### config.mk
export PLATFORM = sky130hd
export DESIGN_NAME = env_key_value_extractor
export DESIGN_NICKNAME = d
export VERILOG_FILES = /design/src/rtl/core/eke_pkg.sv /design/src/rtl/core/eke_parser.sv /design/src/rtl/core/env_key_value_extractor.sv
export SDC_FILE = /design/constraint.sdc
export NUM_CORES = 1
export LEC_CHECK = 0
export BUFFER_PORTS_ARGS = -buffer_cell sky130_fd_sc_hd__buf_2
export CAP_MARGIN = 10
export CORE_AREA = 2 2 118 120
export CTS_CLUSTER_DIAMETER = 120
export CTS_CLUSTER_SIZE = 20
export DETAILED_ROUTE_END_ITERATION = 8
export DIE_AREA = 0 0 120 122
export GPL_ROUTABILITY_DRIVEN = 0
export GPL_TIMING_DRIVEN = 0
export MAX_ROUTING_LAYER = met4
export PLACE_DENSITY_LB_ADDON = 0.3
export REMOVE_ABC_BUFFERS = 1
export SETUP_SLACK_MARGIN = 0.4
export SLEW_MARGIN = 20
export SYNTH_ARGS = -nofsm -noshare
export SYNTH_HDL_FRONTEND = slang
export SYNTH_SLANG_ARGS = --single-unit
### constraint.sdc
create_clock -name clock -period 3.5 [get_ports clock]
set_input_delay 0.35 -clock clock [delete_from_list [all_inputs] [get_ports clock]]
set_output_delay 0.35 -clock clock [all_outputs]
set_load 0.05 [all_outputs]
### src/rtl/core/eke_pkg.sv
// shared types, constants and key tables for the environment key/value extractor
// no dependencies; imported by eke_parser and env_key_value_extractor
package eke_pkg;

   localparam int NAME_LIMIT_DEFAULT = 64;
   localparam int PATH_LIMIT_DEFAULT = 1024;

   localparam int BYTE_W  = 8;
   localparam int INDEX_W = 10;
   localparam int LEVEL_W = 4;
   localparam int CODE_W  = 2;
   localparam int KEY_POS_W = 9;

   localparam logic [BYTE_W-1:0] CHAR_NUL    = 8'h00;
   localparam logic [BYTE_W-1:0] CHAR_EQUALS = 8'h3D;
   localparam logic [BYTE_W-1:0] CHAR_ZERO   = 8'h30;
   localparam logic [BYTE_W-1:0] CHAR_NINE   = 8'h39;

   // mode codes as seen on the result beat
   localparam logic [CODE_W-1:0] CODE_NAME   = 2'd0;
   localparam logic [CODE_W-1:0] CODE_IGNORE = 2'd1;
   localparam logic [CODE_W-1:0] CODE_PATH   = 2'd2;
   localparam logic [CODE_W-1:0] CODE_LEVEL  = 2'd3;

   typedef enum logic [3:0] {
      MODE_NAME   = 4'b0001,
      MODE_IGNORE = 4'b0010,
      MODE_PATH   = 4'b0100,
      MODE_LEVEL  = 4'b1000
   } mode_type;

   typedef struct packed {
      logic                 write_enable;
      logic [INDEX_W-1:0]   write_index;
      logic [BYTE_W-1:0]    write_byte;
      logic [LEVEL_W-1:0]   level_now;
      logic [CODE_W-1:0]    mode_now;
   } result_type;

   localparam int PATH_KEY_LEN  = 22;
   localparam int LEVEL_KEY_LEN = 21;

   localparam logic [BYTE_W-1:0] PATH_KEY [PATH_KEY_LEN] = '{
      8'h52, 8'h45, 8'h50, 8'h4C, 8'h49, 8'h54, 8'h5F, 8'h4C, 8'h44, 8'h5F, 8'h4C,
      8'h49, 8'h42, 8'h52, 8'h41, 8'h52, 8'h59, 8'h5F, 8'h50, 8'h41, 8'h54, 8'h48
   };

   localparam logic [BYTE_W-1:0] LEVEL_KEY [LEVEL_KEY_LEN] = '{
      8'h52, 8'h45, 8'h50, 8'h4C, 8'h49, 8'h54, 8'h5F, 8'h52, 8'h54, 8'h4C, 8'h44,
      8'h5F, 8'h4C, 8'h4F, 8'h47, 8'h5F, 8'h4C, 8'h45, 8'h56, 8'h45, 8'h4C
   };

   // key bytes padded with nul past the end
   function automatic logic [BYTE_W-1:0] path_key_byte(input logic [KEY_POS_W-1:0] pos);
      logic [BYTE_W-1:0] b;
      b = CHAR_NUL;
      if (pos < KEY_POS_W'(PATH_KEY_LEN)) begin
         b = PATH_KEY[pos[4:0]];
      end
      return b;
   endfunction

   function automatic logic [BYTE_W-1:0] level_key_byte(input logic [KEY_POS_W-1:0] pos);
      logic [BYTE_W-1:0] b;
      b = CHAR_NUL;
      if (pos < KEY_POS_W'(LEVEL_KEY_LEN)) begin
         b = LEVEL_KEY[pos[4:0]];
      end
      return b;
   endfunction

   function automatic logic [CODE_W-1:0] mode_code(input mode_type m);
      logic [CODE_W-1:0] c;
      case (m)
         MODE_NAME: begin
            c = CODE_NAME;
         end
         MODE_IGNORE: begin
            c = CODE_IGNORE;
         end
         MODE_PATH: begin
            c = CODE_PATH;
         end
         MODE_LEVEL: begin
            c = CODE_LEVEL;
         end
         default: begin
            c = CODE_NAME;
         end
      endcase
      return c;
   endfunction

endpackage

### src/rtl/core/eke_parser.sv
// per-byte parse step: mode, name match flags, path position and log level
// depends on eke_pkg for key tables, mode type and result struct
module eke_parser
   import eke_pkg::*;
#(
   parameter int NAME_LIMIT = NAME_LIMIT_DEFAULT,
   parameter int PATH_LIMIT = PATH_LIMIT_DEFAULT
) (
   input  logic                clock,
   input  logic                reset,
   input  logic                step,
   input  logic [BYTE_W-1:0]   in_byte,
   output result_type          result
);

   localparam int NW = $clog2(NAME_LIMIT + 1);
   localparam int PW = $clog2(PATH_LIMIT);
   localparam int XW = (PW > INDEX_W) ? PW : INDEX_W;
   localparam logic [NW-1:0] NAME_END  = NW'(NAME_LIMIT);
   localparam logic [PW-1:0] PATH_LAST = PW'(PATH_LIMIT - 1);

   mode_type           mode_ff, mode_in;
   logic [NW-1:0]      name_pos_ff, name_pos_in;
   logic               path_match_ff, path_match_in;
   logic               level_match_ff, level_match_in;
   logic [PW-1:0]      path_pos_ff, path_pos_in;
   logic [LEVEL_W-1:0] level_ff, level_in;

   logic               we;
   logic [PW-1:0]      widx;
   logic [BYTE_W-1:0]  wbyte;
   logic [XW-1:0]      widx_ext;

   always_comb begin
      mode_in        = mode_ff;
      name_pos_in    = name_pos_ff;
      path_match_in  = path_match_ff;
      level_match_in = level_match_ff;
      path_pos_in    = path_pos_ff;
      level_in       = level_ff;
      we             = 1'b0;
      widx           = '0;
      wbyte          = CHAR_NUL;
      case (mode_ff)
         MODE_NAME: begin
            if (in_byte == CHAR_EQUALS) begin
               if (path_match_ff) begin
                  mode_in     = MODE_PATH;
                  path_pos_in = '0;
               end else if (level_match_ff) begin
                  mode_in = MODE_LEVEL;
               end else begin
                  mode_in = MODE_IGNORE;
               end
            end else if (name_pos_ff < NAME_END) begin
               // bytes past the limit are dropped
               if (in_byte != path_key_byte(KEY_POS_W'(name_pos_ff))) begin
                  path_match_in = 1'b0;
               end
               if (in_byte != level_key_byte(KEY_POS_W'(name_pos_ff))) begin
                  level_match_in = 1'b0;
               end
               name_pos_in = name_pos_ff + 1'b1;
            end
         end
         MODE_IGNORE: begin
            if (in_byte == CHAR_NUL) begin
               mode_in        = MODE_NAME;
               name_pos_in    = '0;
               path_match_in  = 1'b1;
               level_match_in = 1'b1;
            end
         end
         MODE_PATH: begin
            we = 1'b1;
            if (path_pos_ff >= PATH_LAST) begin
               // store full: terminate at the last slot, drop the rest
               widx    = PATH_LAST;
               mode_in = MODE_IGNORE;
            end else if (in_byte == CHAR_NUL) begin
               widx           = path_pos_ff;
               mode_in        = MODE_NAME;
               name_pos_in    = '0;
               path_match_in  = 1'b1;
               level_match_in = 1'b1;
            end else begin
               widx        = path_pos_ff;
               wbyte       = in_byte;
               path_pos_in = path_pos_ff + 1'b1;
            end
         end
         MODE_LEVEL: begin
            if (in_byte >= CHAR_ZERO && in_byte <= CHAR_NINE) begin
               level_in = LEVEL_W'(in_byte - CHAR_ZERO);
            end
            mode_in = MODE_IGNORE;
         end
         default: begin
            mode_in = MODE_NAME;
         end
      endcase
   end

   assign widx_ext = XW'(widx);

   always_comb begin
      result.write_enable = we;
      result.write_index  = widx_ext[INDEX_W-1:0];
      result.write_byte   = wbyte;
      result.level_now    = level_in;
      result.mode_now     = mode_code(mode_in);
   end

   always_ff @(posedge clock) begin
      if (reset) begin
         mode_ff        <= MODE_NAME;
         name_pos_ff    <= '0;
         path_match_ff  <= 1'b1;
         level_match_ff <= 1'b1;
         path_pos_ff    <= '0;
         level_ff       <= '0;
      end else if (step) begin
         mode_ff        <= mode_in;
         name_pos_ff    <= name_pos_in;
         path_match_ff  <= path_match_in;
         level_match_ff <= level_match_in;
         path_pos_ff    <= path_pos_in;
         level_ff       <= level_in;
      end
   end

endmodule

### src/rtl/core/env_key_value_extractor.sv
// Environment block key/value extractor, top level.
// Depends on eke_pkg and eke_parser.
//
// req_* takes one byte of a NUL-separated NAME=VALUE block per beat. Every
// accepted byte gives exactly one beat on rsp_*: an optional write to the
// external path store (enable, index, byte), the current log level and the
// parse mode after that byte (0 name, 1 ignore, 2 path, 3 level).
//
// After the req accept, a byte passes one input register, the parse step and
// then the result register before rsp_tvalid rises; a stall on rsp_tready can
// hold it in the input register. Throughput is one byte per cycle while
// rsp_tready does not stall.
// A stall on rsp_tready holds the result register; the input register still
// takes one more byte, and req_tready drops only while both hold a beat.
// Synchronous reset empties both registers and returns the parser to name
// mode with both key matches set, path position 0 and level 0.
module env_key_value_extractor
   import eke_pkg::*;
#(
   parameter int NAME_LIMIT = NAME_LIMIT_DEFAULT,
   parameter int PATH_LIMIT = PATH_LIMIT_DEFAULT
) (
   input  logic        clock,
   input  logic        reset,
   input  logic        req_tvalid,
   output logic        req_tready,
   input  logic [7:0]  req_tdata,   // in_byte
   output logic        rsp_tvalid,
   input  logic        rsp_tready,
   // write_enable, write_index[10], write_byte[8], level_now[4], mode_now[2], zero pad
   output logic [31:0] rsp_tdata
);

   logic              in_valid_ff, in_valid_in;
   logic [BYTE_W-1:0] in_byte_ff;
   logic              out_valid_ff, out_valid_in;
   result_type        out_data_ff;
   result_type        result;
   logic              advance;

   assign advance    = in_valid_ff && (!out_valid_ff || rsp_tready);
   assign req_tready = !in_valid_ff || advance;

   assign in_valid_in  = req_tvalid || (in_valid_ff && !advance);
   assign out_valid_in = advance || (out_valid_ff && !rsp_tready);

   eke_parser #(
      .NAME_LIMIT (NAME_LIMIT),
      .PATH_LIMIT (PATH_LIMIT)
   ) u_parser (
      .clock   (clock),
      .reset   (reset),
      .step    (advance),
      .in_byte (in_byte_ff),
      .result  (result)
   );

   always_ff @(posedge clock) begin
      if (reset) begin
         in_valid_ff  <= 1'b0;
         out_valid_ff <= 1'b0;
      end else begin
         if (req_tready) begin
            in_valid_ff <= in_valid_in;
         end
         out_valid_ff <= out_valid_in;
      end
   end

   always_ff @(posedge clock) begin
      if (req_tvalid && req_tready) begin
         in_byte_ff <= req_tdata;
      end
      if (advance) begin
         out_data_ff <= result;
      end
   end

   assign rsp_tvalid = out_valid_ff;
   assign rsp_tdata  = {7'b0, out_data_ff.mode_now, out_data_ff.level_now,
                        out_data_ff.write_byte, out_data_ff.write_index,
                        out_data_ff.write_enable};

endmodule
==> impl_metrics.env <==
export IMPL_outcome="completed"
export IMPL_slew_headroom=0.338
export IMPL_slew_viol_final=0
export IMPL_postCtsResizedCells=2
export IMPL_avgSynthCellArea_sq_um=9.45
export IMPL_post_route_min_period_ns=2.88
export IMPL_use_met2=0.176
export IMPL_final_area_sq_um=4160
export IMPL_fin_crit_sh=0.823
export IMPL_drt_first_pass_iters=4
export IMPL_drc=0
export IMPL_core_area_sq_um=13500
export IMPL_initial_core_util=0.264
export IMPL_synth_edf_count=33
export IMPL_utilization=0.308
export IMPL_required_ns=3.71
export IMPL_pre_cts_ws_ns=-0.192
export IMPL_wl_per_cell_um=14.5
export IMPL_hold_class="in2reg"
export IMPL_grt_setup_unrepaired="false"
export IMPL_cts_htree_levels=3
export IMPL_synth_most_common_cell="nor2_1"
export IMPL_worstPathArrival_ns=3.09
export IMPL_clk_insertion_delay_late_ns=0.33
export IMPL_holdBufCountCts=0
export IMPL_finClkSkew_ns=0.00998
export IMPL_crit_path_cell_trace="inv_1 > ha_1 > or2_1 > mux4_2 > mux2i_1 > a2111oi_2 > a21o_1 > a31oi_1"
export IMPL_grt_pass1_wl_mm=13.8
export IMPL_antenna_found_initial=0
export IMPL_fmax_mhz=347
export IMPL_timing_max_cap_violations=0
export IMPL_worstMarginPinSlew_ns=0.991
export IMPL_yosys_area_top_type="edfxtp_1"
export IMPL_cts_tree="built"
export IMPL_pwr_density_cell_nw_per_um2=464
export IMPL_routed_via_density=4.87
export IMPL_ys_top_cells_by_count="48 x nor2_1, 33 x edfxtp_1, 29 x dfxtp_1, 23 x and2_1, 22 x nand2_1"
export IMPL_grt_max_degree=36
export IMPL_finalHoldViolCount=0
export IMPL_p_leak_nw=1.54
export IMPL_yosys_most_used_dff="edfxtp_1"
export IMPL_worst_setup_path_start_kind="flop"
export IMPL_yosysUniqueCellTypes=69
export IMPL_syn_cell_area_sq_um=3560
export IMPL_setup_viol=0
export IMPL_yosysSeqAreaShare=0.441
export IMPL_busiest_layer="met2"
export IMPL_dieArea_sq_um=14600
export IMPL_synthToLayoutAreaGrowth_pct=16.9
export IMPL_synthArstFlopShare=0
export IMPL_antenna_cells=0
export IMPL_yosys_top_cells_area="edfxtp_1 28%, dfxtp_1 16%, nor2_1 5.1%, and2_1 4.0%, ha_1 2.5%"
export IMPL_fin_nets=421
export IMPL_path_clk_slew_ns=0.06
export IMPL_track_usage=0.124
export IMPL_use_met3=0.0346
export IMPL_final_antenna_net_count=0
export IMPL_post_cts_setup_buffers=0
export IMPL_setup_ws_ns=0.621
export IMPL_dieHeight_um=122
export IMPL_grt_pass1_vias=2648
export IMPL_cp_slowest_cell="dfxtp_2"
export IMPL_power_mw=1.93
export IMPL_ir_drop_mv=0.231
export IMPL_worst_path_max_fanout=15
export IMPL_place_area_sq_um=3840
export IMPL_port_buffers=38
export IMPL_drive_gt1_frac=0.192
export IMPL_die_w_um=120
export IMPL_routed_wl_mm=8.52
export IMPL_clk_path_buf_depth=2
export IMPL_place_hpwl_mm=5.74
export IMPL_synth_top_cell_area_share=0.278
export IMPL_end_kind="flop"
export IMPL_syn_inst=377
export IMPL_cpPeakStageDelay_ns=0.51
export IMPL_ios=46
export IMPL_numCtsBuffers=9
export IMPL_numClockSinks=62
export IMPL_cts_root_buf="clkbuf_16"
export IMPL_grt_overflow=0
export IMPL_path_class="reg2reg"
export IMPL_use_met1=0.163
export IMPL_ys_seq_elements=62
export IMPL_dr_total_vias=2861
export IMPL_ys_warn_count=0
export IMPL_rows=43
export IMPL_dr_first_iter_drc_count=264
==> registers in the layout (all words and copies together) (netlist names) <==
name and count:
u_parser.mode_ff 4, u_parser.path_match_ff 1, u_parser.name_pos_ff 7, u_parser.level_match_ff 1, u_parser.path_pos_ff 10, rsp_tdata 25
rsp_tvalid 1, in_valid_ff 1, in_byte_ff 8, u_parser.level_ff 4
==> where the power goes <==
group	internal, mW	leakage (nW)	switching [mW]
logic	0.0559	0.849	0.141
clock network	0.575	0.149	0.337
registers	0.795	0.546	0.0291
==> worst paths after layout <==
check	startpoint	endpoint	slack (ns)	cells after the start
worst max-delay path	u_parser.name_pos_ff[0]$_SDFFE_PP0P_	u_parser.path_match_ff$_SDFFE_PP1P_	0.62	8
worst min-delay path	req_tdata[3]	in_byte_ff[3]$_DFFE_PP_	0.19	1
worst max register to register	u_parser.name_pos_ff[0]$_SDFFE_PP0P_	u_parser.path_match_ff$_SDFFE_PP1P_	0.62	8
worst min register to register	u_parser.level_ff[3]$_SDFFE_PP0P_	u_parser.level_ff[3]$_SDFFE_PP0P_	0.49	2
==> cell usage in the layout, fill, tap and decap left out, types with 3 or more instances in the layout <==
master / synthesis / routed
ha_1: 7 / 7
nor4_1: 6 / 6
dfxtp_2: 0 / 3
buf_2: 7 / 38
nand2b_1: 5 / 5
o211ai_1: 7 / 7
dfxtp_1: 29 / 26
inv_1: 11 / 11
conb_1: 1 / 7
a31oi_1: 3 / 3
and3_1: 5 / 5
and2_1: 23 / 23
a21oi_1: 17 / 17
nand3_1: 10 / 10
a21o_1: 3 / 3
nor3_1: 12 / 12
xnor2_1: 8 / 8
nor2b_1: 5 / 5
clkbuf_16: 0 / 9
edfxtp_1: 33 / 33
mux2i_1: 4 / 4
mux2_2: 5 / 5
nor4b_1: 4 / 4
nand2_1: 22 / 22
nand3b_1: 3 / 3
nor2_1: 48 / 48
xor2_1: 5 / 5
or3_1: 5 / 5
o21ai_0: 12 / 12
==> metal layers <==
layer / part of all wire / vias to the layer above
met5: 0 / -
met4: 0.018 / 0
met3: 0.051 / 15
met2: 0.44 / 79
met1: 0.49 / 1356
li1: - / 1411
==> area by class of cell <==
type | count | area [sq um]
Inverter | 12 | 46.3
Tap cell | 180 | 225
Timing Repair Buffer | 38 | 190
Multi-Input combinational cell | 279 | 1820
Clock buffer | 10 | 239
Clock inverter | 6 | 68.8
Sequential cell | 62 | 1580
Fill cell | 1386 | 9340
==> metrics by stage <==
stage / instances / TNS, ns / hold slack (ns)
finish: 587 / 0 / 0.189
global route: 587 / 0 / 0.178
CTS: 587 / 0 / 0.180
detailed placement: 571 / -1.33 / 0.487
global placement: 571 / -0.567 / 0.479
floorplan: 353 / 0 / 0.419
==> cell families after synthesis <==
kind of cell	Yosys count	share of synthesized area
buffers and inverters	42	0.0573
DFF	62	0.441
muxes	11	0.0397
AOI/OAI and AO/OA	75	0.145
and+or+nand+nor	166	0.259
other	1	0.00105
adders and majority gates	7	0.0246
xor gates and xnor gates	13	0.0320
==> critical path, delay by kind of cell, from the launching register on <==
family / cells / cell delay, ns
fa+ha+maj: 1 / 0.36
simple gates: 1 / 0.28
compound gates: 3 / 0.75
mux: 2 / 0.63
flops: 1 / 0.51
buf+inv: 1 / 0.22
Power figures use the tool's default switching activity.
